$ cat src/rtl/core/dwc_fifo.sv
// ----------------------------------------------------------------------------
// dwc_fifo
// small flop-based queue with occupancy count
// ----------------------------------------------------------------------------
module dwc_fifo #(
    parameter int W     = 8,
    parameter int DEPTH = 4
) (
    input  logic                       i_clk,
    input  logic                       i_rst_n,
    input  logic                       i_push,
    input  logic [W-1:0]               i_din,
    input  logic                       i_pop,
    output logic [W-1:0]               o_dout,
    output logic                       o_empty,
    output logic                       o_full,
    output logic [$clog2(DEPTH+1)-1:0] o_count
);
    localparam int PW = (DEPTH > 1) ? $clog2(DEPTH) : 1;
    localparam int CW = $clog2(DEPTH + 1);

    logic [W-1:0]  r_mem [DEPTH];
    logic [PW-1:0] r_wr, r_rd;
    logic [CW-1:0] r_cnt;
    logic          do_push, do_pop;

    assign o_empty = (r_cnt == '0);
    assign o_full  = (r_cnt == CW'(DEPTH));
    assign o_count = r_cnt;
    assign o_dout  = r_mem[r_rd];
    assign do_push = i_push && !o_full;
    assign do_pop  = i_pop && !o_empty;

    always_ff @(posedge i_clk) begin
        if (!i_rst_n) begin
            r_wr  <= '0;
            r_rd  <= '0;
            r_cnt <= '0;
        end else begin
            if (do_push) begin
                r_wr <= (r_wr == PW'(DEPTH - 1)) ? '0 : r_wr + PW'(1);
            end
            if (do_pop) begin
                r_rd <= (r_rd == PW'(DEPTH - 1)) ? '0 : r_rd + PW'(1);
            end
            r_cnt <= r_cnt + CW'(do_push) - CW'(do_pop);
        end
    end

    always_ff @(posedge i_clk) begin
        if (do_push) begin
            r_mem[r_wr] <= i_din;
        end
    end
endmodule

$ cat config.mk
export PLATFORM = sky130hd
export DESIGN_NAME = dwc_fifo
export DESIGN_NICKNAME = d
export VERILOG_FILES = /design/src/rtl/core/dwc_fifo.sv
export SDC_FILE = /design/constraint.sdc
export NUM_CORES = 1
export LEC_CHECK = 0
export BUFFER_PORTS_ARGS = -buffer_cell sky130_fd_sc_hd__buf_4
export CAP_MARGIN = 20
export CORE_ASPECT_RATIO = 0.8
export CORE_MARGIN = 1.5
export CORE_UTILIZATION = 49
export CTS_BUF_LIST = sky130_fd_sc_hd__clkbuf_8
export DETAILED_ROUTE_END_ITERATION = 16
export HOLD_SLACK_MARGIN = 0.08
export PLACE_DENSITY = 0.73
export SYNTH_ARGS = -nofsm -noshare
export SYNTH_HDL_FRONTEND = slang
export SYNTH_SLANG_ARGS = --single-unit
$ cat constraint.sdc
create_clock -name i_clk -period 2 [get_ports i_clk]
set_input_delay 0.3 -clock i_clk [delete_from_list [all_inputs] [get_ports i_clk]]
set_output_delay 0.3 -clock i_clk [all_outputs]
set_load 0.01 [all_outputs]
==> reports/metrics.cfg <==
[status]
status = finished with violations
violations = setup timing

[yosys]
synthSimpleGateAreaFrac_pct = 7.24
synthArstFlopShare_pct = 0
yosys_most_used_dff = edfxtp_1
synth_nets = 115
syn_area_um2 = 1660
avgSynthCellArea_um2 = 17.5
synthCells = 95
yosysWarnings = 0
synth_top_family_by_area = multiplexers
ys_types = 21
synth_seq_cells = 41
yosys.area_share.xor_xnor_pct = 1.06
synth-edff-count = 32
synthAdderAreaFrac_pct = 6.49
yosysSeqAreaShare_pct = 68.8
synth_compound_area_share_pct = 1.36
synth_mux_area_share_pct = 12.1

[grt]
antenna_found_initial = 0
grt_max_degree = 14
grt_util_all_layers_pct = 18.9
grt_overflow_total = 0
grt_pass1_vias = 951
grt_pass1_wl_mm = 4.69

[sta]
tns_ns = -0.0564
slew_viol_final = 0
rsz0062_at_grt = true
final.min_clock_period_ns = 2.06
maxSlewHeadroom_pct = 70.7
worstMarginPinSlew_ns = 0.439
timing.final.ws_setup_ns = -0.0564
max_freq_mhz = 486
finClkSkew_ns = 0.00845
min_period_over_period_pct = 103
hold_viol_final = 0
setup_violations = 1

[drt]
vias = 894
wl_per_cell_um = 17.5
viasPerCell = 5.23
dr.pass1.iters = 4
routed_wl_mm = 2.99
drc = 0
drtAntennaViolNets = 0
drt_iter0_drc = 92

[finish]
n_antenna_cell = 0
syn2layout_area_growth_pct = 25.9
drive_gt1_share_pct = 48.9
fin_util_pct = 66.3
nNetsFinal = 150
fin_area_um2 = 2090

[clocking]
clock-sinks = 41
worstSkewPairLatency_ns = 0.29
hold_buffers = 0
root_buffer = clkbuf_8
clk_path_buf_depth = 2
cts_tree = done
numCtsBuffers = 5
clk_pin_slew_worst_paths_ns = 0.08
cts.htree.levels = 2

[setup_path]
setup.worst_path.class = reg -> reg
slowest_stage = dfxtp_4
crit_chain = o31ai_4 > inv_2 > ha_4 > inv_4 > ha_4 > fa_2 > xnor2_2 > xnor2_1 > and2_1
worstPathArrival_ns = 2.24
reg2reg_from = o_count[1]$_SDFF_PN0_
critical_path_required_ns = 2.18
crit_path_frequent_cell = ha_4
end_kind = flop
max_stage_delay_ns = 0.37
r2r_slack_ns = -0.06
r2r-end = o_count[2]$_SDFF_PN0_
crit_path_start_kind = flop
r2r_cells = 9
critical_path.max_fanout = 3
cp.buffers_inverters = 2
cp_top_family = adder cells

[floorplanning]
core_area_um2 = 3150
initial_core_util_pct = 52.6
die_x_um = 68.1
rows = 18
dieArea_um2 = 3750
die_y_um = 55.0
io_pins = 25

[placed_design]
placed_cell_area_um2 = 1920
gp_congestion = 0.754
dp.final_hpwl_mm = 1.98
io_buffers = 24

[power]
p_leak_nw = 0.787
power_mw = 2.64
ir_drop_uv = 661
p_per_area_nw_per_um2 = 1260

[run]
maxCapViolations = 0

[worst_hold_path]
whs_path_depth = 1
min_from = i_din[6]
whs_endpoint = r_mem[0][6]$_DFFE_PP_
min_path_type = in -> reg

==> synthesized netlist by cell type (2+ instances only) <==
library cell,instances,share of area (%)
xnor2_1,2,1.1
mux2i_1,2,1.2
mux4_2,8,11
and2_1,4,1.5
and2_2,3,1.4
ha_1,7,5.3
nand2_1,6,1.4
nor2_1,2,0.45
nand3_1,2,0.60
inv_1,7,1.6
edfxtp_1,32,58
clkbuf_1,2,0.45
dfxtp_1,9,11
o21ai_0,2,0.60
==> layout by cell type, fill, tap and decap left out, drive strengths merged <==
master and instances:
buf 32, edfxtp 32, dfxtp 9, mux4 8, inv 8, ha 7, and2 7, nand2 6
clkbuf 5, nor2 2, mux2i 2, nand3 2, o21ai 2, xnor2 2, nor3 1, nor3b 1
o31ai 1, nor2b 1, fa 1, bufinv 1, clkinv 1
==> report_power, final <==
group	switching (mW)	leakage, nW	internal [mW]
registers	0.0974	0.369	1.06
clock network	0.268	0.0593	0.365
logic	0.372	0.359	0.478
==> metrics by stage <==
stage               hold slack [ns]  cells  worst slack [ns]
finish                        0.208    171           -0.0564
global route                  0.202    171            -0.141
CTS                           0.209    171           -0.0741
detailed placement            0.508    161           -0.0662
global placement              0.485    161           0.00559
floorplan                     0.399     95           -0.0758
==> area by class of cell <==
type                    count  area [um^2]
flip-flops and latches     41         1150
multi-input cells          43          512
clock inverters             3         38.8
inverters                   7         28.8
fillers                   227         1060
well taps                  40         50.0
repair buffers             32          240
clock buffers               5         68.8
==> layer usage <==
layer  up-vias  share of wire, %  track usage [%]
met2        16                54             33.0
li1        417                 -                -
met4         0               1.5             7.67
met3         6               4.3             5.87
met5         -                 0                0
met1       455                40             22.0
==> cells by family (layout without fill, tap and decap cells) <==
group	count (synthesis)	after routing
AO/OA/AOI/OAI	3	3
flip-flops	41	41
XOR/XNOR	2	2
multiplexers	10	10
adder cells (fa/ha/maj)	8	8
AND/OR/NAND/NOR	20	20
buffers and inverters	11	47
==> state kept, by name (all words and copies together) (netlist names), named ones only <==
signal	cells
o_count	3
r_rd	2
r_wr	2
r_mem	32
==> repair_timing <==
action,CTS,global route
buffers inserted,2,0
pin swaps,6,6
setup endpoints to repair,1,7
gates resized for setup,5,7
==> worst max path at each step <==
| stage | from | endpoint | slack, ns | depth (start not counted) |
|---|---|---|---|---|
| final | o_count[1]$_SDFF_PN0_ | o_count[2]$_SDFF_PN0_ | -0.06 | 9 |
| after CTS | o_count[2]$_SDFF_PN0_ | o_count[2]$_SDFF_PN0_ | -0.07 | 9 |
| after global placement | o_count[2]$_SDFF_PN0_ | o_count[2]$_SDFF_PN0_ | 0.006 | 10 |
| after global routing | o_count[1]$_SDFF_PN0_ | o_count[2]$_SDFF_PN0_ | -0.14 | 9 |
| after floorplan | o_count[2]$_SDFF_PN0_ | o_count[2]$_SDFF_PN0_ | -0.08 | 11 |
| after detailed placement | o_count[2]$_SDFF_PN0_ | o_count[2]$_SDFF_PN0_ | -0.07 | 10 |
==> worst register-to-register path, delay by kind of cell (launching register included) <==
kind / cells / cell delay [ns]
buffers and inverters: 2 / 0.12
DFF: 1 / 0.37
adders and majority gates: 3 / 0.78
AOI/OAI and AO/OA: 1 / 0.29
xor gates and xnor gates: 2 / 0.27
and+or+nand+nor: 1 / 0.13
Note: power is estimated with default switching activity, not from simulation.
