$ cat config.mk
export PLATFORM = sky130hd
export DESIGN_NAME = dwc_mac
export DESIGN_NICKNAME = d
export VERILOG_FILES = /design/src/rtl/core/dwc_pkg.sv /design/src/rtl/core/dwc_mac.sv
export SDC_FILE = /design/constraint.sdc
export NUM_CORES = 2
export LEC_CHECK = 0
export BUFFER_PORTS_ARGS = -buffer_cell sky130_fd_sc_hd__buf_2
export CAP_MARGIN = 10
export CORE_UTILIZATION = 25
export DETAILED_ROUTE_END_ITERATION = 16
export GPL_TIMING_DRIVEN = 0
export SETUP_SLACK_MARGIN = 0.15
export SLEW_MARGIN = 30
export SYNTH_ARGS = -nofsm -noshare
export SYNTH_HDL_FRONTEND = slang
export SYNTH_SLANG_ARGS = --single-unit
$ cat constraint.sdc
create_clock -name i_clk -period 11.4 [get_ports i_clk]
set_input_delay 1.14 -clock i_clk [delete_from_list [all_inputs] [get_ports i_clk]]
set_output_delay 1.14 -clock i_clk [all_outputs]
set_load 0.01 [all_outputs]
$ cat src/rtl/core/dwc_pkg.sv
// ----------------------------------------------------------------------------
// dwc_pkg
// shared types, register indexes and widths of the depthwise 3x3 block
// ----------------------------------------------------------------------------
package dwc_pkg;

    localparam int DEF_MAX_SIDE = 1024;
    localparam int PIX_W        = 16;
    localparam int IDX_W        = 10;
    localparam int SIDE_W       = 11;
    localparam int CFG_W        = 48;
    localparam int CFG_IDX_W    = 3;
    localparam int ACC_W        = 36;
    localparam int V_W          = 54;

    localparam logic [CFG_IDX_W-1:0] REG_SIDE   = 3'd0;
    localparam logic [CFG_IDX_W-1:0] REG_W_TOP  = 3'd1;
    localparam logic [CFG_IDX_W-1:0] REG_W_MID  = 3'd2;
    localparam logic [CFG_IDX_W-1:0] REG_W_BOT  = 3'd3;
    localparam logic [CFG_IDX_W-1:0] REG_BIAS   = 3'd4;
    localparam logic [CFG_IDX_W-1:0] REG_SCALE  = 3'd5;
    localparam logic [CFG_IDX_W-1:0] REG_OFFSET = 3'd6;
    localparam logic [CFG_IDX_W-1:0] REG_FLAGS  = 3'd7;

    localparam logic REQ_PIXEL = 1'b0;
    localparam logic REQ_DRAIN = 1'b1;

    typedef struct packed {
        logic              req_type;
        logic signed [15:0] pixel_value;
    } t_req;

    typedef struct packed {
        logic signed [15:0] out_value;
        logic [9:0]         out_row;
        logic [9:0]         out_col;
        logic               plane_last;
    } t_res;

    // one output to compute: the 3x3 window, row-major, and its position
    typedef struct packed {
        logic [8:0][PIX_W-1:0] pix;
        logic [IDX_W-1:0]      row;
        logic [IDX_W-1:0]      col;
        logic                  last;
    } t_job;

    typedef struct packed {
        logic               bias_en;
        logic               bn_en;
        logic               relu_en;
        logic signed [31:0] bias;
        logic signed [15:0] scale;
        logic signed [15:0] offset;
    } t_post;

endpackage

$ cat src/rtl/core/dwc_mac.sv
// ----------------------------------------------------------------------------
// dwc_mac
// iterative 3x3 multiply-accumulate with bias, batch-norm, relu and saturation
// ----------------------------------------------------------------------------
module dwc_mac
    import dwc_pkg::*;
(
    input  logic                  i_clk,
    input  logic                  i_rst_n,
    input  logic [8:0][PIX_W-1:0] i_weights,
    input  t_post                 i_post,
    input  logic                  i_job_empty,
    input  t_job                  i_job,
    output logic                  o_job_pop,
    input  logic                  i_res_full,
    output logic                  o_res_push,
    output t_res                  o_res
);
    localparam logic [1:0] B_IDLE = 2'd0;
    localparam logic [1:0] B_MAC  = 2'd1;
    localparam logic [1:0] B_MUL  = 2'd2;
    localparam logic [1:0] B_OUT  = 2'd3;

    logic [1:0]             r_state;
    logic [3:0]             r_k;
    t_job                   r_job;
    logic signed [ACC_W-1:0] r_acc;
    logic signed [V_W-1:0]   r_v;

    logic signed [31:0]     prod;
    logic signed [V_W-1:0]  sum, shifted;
    logic signed [V_W-1:0]  val;

    always_comb begin
        prod    = $signed(r_job.pix[r_k]) * $signed(i_weights[r_k]);
        if (i_post.bn_en) begin
            sum     = r_v + (V_W'(i_post.offset) <<< 26) + (V_W'(1) <<< 25);
            shifted = sum >>> 26;
        end else begin
            sum     = r_v + (V_W'(1) <<< 13);
            shifted = sum >>> 14;
        end
        val = shifted;
        if (i_post.relu_en && val < 0) begin
            val = '0;
        end
        o_res.out_row    = r_job.row;
        o_res.out_col    = r_job.col;
        o_res.plane_last = r_job.last;
        if (val > V_W'(32767)) begin
            o_res.out_value = 16'sh7fff;
        end else if (val < -V_W'(32768)) begin
            o_res.out_value = 16'sh8000;
        end else begin
            o_res.out_value = val[15:0];
        end
    end

    assign o_job_pop  = (r_state == B_IDLE) && !i_job_empty;
    assign o_res_push = (r_state == B_OUT) && !i_res_full;

    always_ff @(posedge i_clk) begin
        if (!i_rst_n) begin
            r_state <= B_IDLE;
            r_k     <= '0;
        end else begin
            case (r_state)
                B_IDLE: begin
                    if (!i_job_empty) begin
                        r_state <= B_MAC;
                        r_k     <= '0;
                    end
                end
                B_MAC: begin
                    r_k <= r_k + 4'd1;
                    if (r_k == 4'd8) begin
                        r_state <= B_MUL;
                    end
                end
                B_MUL: begin
                    r_state <= B_OUT;
                end
                B_OUT: begin
                    if (!i_res_full) begin
                        r_state <= B_IDLE;
                    end
                end
                default: begin
                    r_state <= B_IDLE;
                end
            endcase
        end
    end

    always_ff @(posedge i_clk) begin
        if (r_state == B_IDLE) begin
            r_job <= i_job;
            r_acc <= i_post.bias_en ? ACC_W'(i_post.bias) : '0;
        end
        if (r_state == B_MAC) begin
            r_acc <= r_acc + ACC_W'(prod);
        end
        if (r_state == B_MUL) begin
            r_v <= i_post.bn_en ? V_W'(r_acc * i_post.scale) : V_W'(r_acc);
        end
    end
endmodule

==> impl_metrics.prom <==
# TYPE chip_impl_metric gauge
chip_impl_info{name="status",value="complete, no violations"} 1
chip_impl_metric{name="worst-endpoint-required",unit="ns"} 11.75
chip_impl_metric{name="yosysWarningCount",unit=""} 0
chip_impl_metric{name="cts-htree-levels",unit=""} 1
chip_impl_metric{name="worstPathMaxFanout",unit=""} 10
chip_impl_metric{name="setup_slack",unit="ns"} 1.17
chip_impl_metric{name="gr-usage-all-layers",unit="%"} 15.8
chip_impl_metric{name="max_freq",unit="MHz"} 97.7
chip_impl_metric{name="count_of_nets_after_finishing",unit=""} 6430
chip_impl_info{name="synth_top_flop_cell",value="edfxtp_1"} 1
chip_impl_metric{name="routing_usage_on_met3",unit="%"} 1.91
chip_impl_info{name="globalRoute.busiestLayer",value="met2"} 1
chip_impl_metric{name="gr-usage-met2",unit="%"} 27.8
chip_impl_metric{name="synth_nets",unit=""} 5991
chip_impl_metric{name="cts_num_sinks",unit=""} 246
chip_impl_metric{name="firstDrtPassIters",unit=""} 5
chip_impl_metric{name="finClkSkew",unit="ns"} 0.0275
chip_impl_metric{name="worst-r2r-cell-count",unit=""} 29
chip_impl_info{name="hold_start",value="r_state[0]$_SDFFE_PN0P_"} 1
chip_impl_metric{name="critPathArrivalTime",unit="ns"} 10.58
chip_impl_metric{name="gate_count_after_technology_mapping",unit=""} 4496
chip_impl_metric{name="ys_async_sr_fraction",unit="%"} 0
chip_impl_info{name="worstSetupStartpointType",value="register"} 1
chip_impl_metric{name="post_cts.repair.setup_buffers",unit=""} 0
chip_impl_metric{name="post_route_clock_period_utilization",unit="%"} 89.8
chip_impl_metric{name="tns",unit="ns"} 0
chip_impl_metric{name="dp_slack",unit="ns"} 1.11
chip_impl_metric{name="coreArea",unit="sq mm"} 0.175
chip_impl_metric{name="grt_util_met1",unit="%"} 19.4
chip_impl_info{name="grt_setup_unrepaired",value="false"} 1
chip_impl_metric{name="floorplan.initialDensity",unit="%"} 25.3
chip_impl_metric{name="fp-row-count",unit=""} 153
chip_impl_info{name="worst_path_max_delay_cell",value="buf_1"} 1
chip_impl_metric{name="routed-via-count",unit=""} 33100
chip_impl_metric{name="relSlewSlack",unit="%"} 28.8
chip_impl_metric{name="area_of_the_die",unit="sq mm"} 0.178
chip_impl_metric{name="cts.clk_slew.worst_paths",unit="ns"} 0.06
chip_impl_metric{name="max-clock-path-buffers",unit=""} 3
chip_impl_metric{name="hold_viol_final",unit=""} 0
chip_impl_metric{name="syn_avg_cell_area",unit="sq um"} 9.83
chip_impl_metric{name="ant_nets",unit=""} 0
chip_impl_metric{name="r2r_setup_slack",unit="ns"} 1.17
chip_impl_metric{name="ioPinCount",unit=""} 419
chip_impl_metric{name="grt_start_max_net_pins",unit=""} 53
chip_impl_info{name="worst_min_delay_path_category",value="reg -> reg"} 1
chip_impl_metric{name="wl_per_cell",unit="um"} 19.4
chip_impl_metric{name="synth_sequential_area_ratio",unit="%"} 16.6
chip_impl_metric{name="drv_cap",unit=""} 0
chip_impl_info{name="timing.rr.end",value="r_acc[31]$_DFFE_PP_"} 1
chip_impl_metric{name="wl",unit="mm"} 141
chip_impl_metric{name="hold_depth",unit=""} 2
chip_impl_metric{name="tightest_slew",unit="ns"} 1.06
chip_impl_metric{name="filler_cell_count",unit=""} 18300
chip_impl_metric{name="min_period",unit="ns"} 10.23
chip_impl_metric{name="finalCoreUtilization",unit="%"} 28.8
chip_impl_metric{name="ys_seq_elements",unit=""} 246
chip_impl_info{name="crit_path_frequent_cell",value="fa_1"} 1
chip_impl_metric{name="die_height",unit="um"} 422
chip_impl_metric{name="port_buffers",unit=""} 405
chip_impl_metric{name="globalRouteOverflowTotal",unit=""} 0
chip_impl_metric{name="yosysUniqueCellTypes",unit=""} 91
chip_impl_metric{name="post_synth_instance_area",unit="sq mm"} 0.0442
chip_impl_metric{name="detail_route.drc_violations",unit=""} 0
chip_impl_info{name="crit_type",value="reg -> reg"} 1
chip_impl_metric{name="clock_insertion_delay_worst_skew",unit="ns"} 0.63
chip_impl_metric{name="setup_viol",unit=""} 0
chip_impl_metric{name="cts_buffers",unit=""} 28
chip_impl_info{name="critical_path.reg2reg.startpoint",value="r_k[0]$_SDFFE_PN0P_"} 1
chip_impl_metric{name="drive_gt1_share",unit="%"} 12.6
chip_impl_metric{name="flow.area_growth_from_synthesis",unit="%"} 13.8
chip_impl_metric{name="first_iter_violations",unit=""} 2160
chip_impl_metric{name="gpl.final_weighted_congestion",unit=""} 0.911
chip_impl_info{name="clock-root-buffer",value="clkbuf_16"} 1
chip_impl_metric{name="synth_edf_count",unit=""} 240
chip_impl_metric{name="finalMaxSlewViolations",unit=""} 0
chip_impl_info{name="cts_tree",value="yes"} 1
chip_impl_metric{name="cts_hold_fix_bufs",unit=""} 0
chip_impl_metric{name="detail_placement_hpwl",unit="mm"} 123
chip_impl_metric{name="die_w",unit="um"} 422
chip_impl_metric{name="via_per_inst",unit=""} 4.54
chip_impl_metric{name="cts.repair.resized",unit=""} 0
chip_impl_metric{name="antenna_found_initial",unit=""} 9
chip_impl_info{name="hold-path-endpoint",value="r_state[0]$_SDFFE_PN0P_"} 1
chip_impl_info{name="endpoint_kind",value="register"} 1
chip_impl_metric{name="first_global_vias",unit=""} 35400
chip_impl_metric{name="cp_peak_stage_delay",unit="ns"} 0.70
chip_impl_metric{name="global_route_wire_length_before_repair",unit="mm"} 215
-- Yosys cell counts (20+ instances only) --
cell	n	area (sq um)
xnor2_1	79	692
o21ai_1	20	100
clkbuf_1	172	646
ha_1	259	3240
mux2i_1	40	400
mux2_2	20	225
nand2b_1	33	206
buf_4	21	158
nand2_1	547	2050
a21o_1	58	435
nor3_1	21	105
inv_1	979	3670
o21ai_0	94	470
a21oi_1	128	641
nor2_1	272	1020
fa_1	856	17100
nand3_1	35	175
nand4_1	20	125
edfxtp_1	240	7210
and2_1	193	1210
xor2_1	42	368
mux4_2	64	1440
o21a_1	22	165
-- registers in the layout (all words and copies together), names as in the netlist --
register,count
r_acc,36
r_k,4
r_v,39
o_res,21
r_job,144
r_state,2
-- placed cells by master, fill, tap and decap left out, types with 79 or more instances in the layout --
master,instances
inv_1,979
fa_1,856
nand2_1,547
buf_2,412
nor2_1,272
ha_1,257
edfxtp_1,240
and2_1,193
clkbuf_1,171
a21oi_1,126
o21ai_0,93
xnor2_1,79
-- worst max-delay path by stage --
stage | end | slack [ns] | cells past startpoint | from
final | r_acc[31]$_DFFE_PP_ | 1.17 | 29 | r_k[0]$_SDFFE_PN0P_
after global routing | r_acc[31]$_DFFE_PP_ | 0.64 | 29 | r_k[0]$_SDFFE_PN0P_
after CTS | r_acc[35]$_DFFE_PP_ | 1.05 | 30 | r_k[0]$_SDFFE_PN0P_
after detailed placement | r_acc[35]$_DFFE_PP_ | 1.11 | 30 | r_k[0]$_SDFFE_PN0P_
after global placement | r_acc[35]$_DFFE_PP_ | 1.14 | 30 | r_k[0]$_SDFFE_PN0P_
after floorplan | r_acc[35]$_DFFE_PP_ | 3.12 | 30 | r_k[0]$_SDFFE_PN0P_
-- final cells by class --
class | instances | area, sq um | share of cell area, %
Timing Repair Buffer | 409 | 2120 | 4.22
Inverter | 980 | 3680 | 7.32
Antenna cell | 5 | 12.5 | 0.0249
Clock inverter | 21 | 288 | 0.573
Clock buffer | 31 | 712 | 1.42
Sequential cell | 246 | 7330 | 14.6
Tap cell | 2325 | 2910 | 5.79
Multi-Input combinational cell | 3056 | 32300 | 64.2
Buffer | 214 | 942 | 1.87
-- worst max-delay path: cells and delay by family, from the launching register on --
kind / cells / cell delay, ns
compound gates: 7 / 2.05
simple gates: 4 / 0.82
flops: 1 / 0.34
fa+ha+maj: 7 / 3.45
buf+inv: 8 / 2.39
mux: 3 / 0.89
-- logic make-up after synthesis --
logic type               synth area share, %
buffers and inverters                   10.4
multiplexers                            4.68
flip-flops                              16.6
AO/OA/AOI/OAI                           6.86
adder cells (fa/ha/maj)                 46.1
AND/OR/NAND/NOR                         12.9
XOR/XNOR                                2.40
-- metal layers --
metal / routed length (um) / up-vias / part of all wire [%]
met4: 7200 / 2 / 5.1
met5: 20 / - / 0.014
li1: - / 14900 / -
met3: 8460 / 222 / 6.0
met2: 69300 / 1323 / 49
met1: 56400 / 16600 / 40
-- stage by stage --
step / instances / hold slack, ns / instance area, sq um
after floorplan: 4496 / 0.511 / 44200
after global placement: 7226 / 0.528 / 49100
after detailed placement: 7230 / 0.558 / 49200
after CTS: 7282 / 0.562 / 50200
after global routing: 7286 / 0.586 / 50300
final: 7287 / 0.556 / 50300
Power is left out: the tool's default activity adds up to more than one toggle a clock period on the data nets, which glitch-free logic cannot reach.
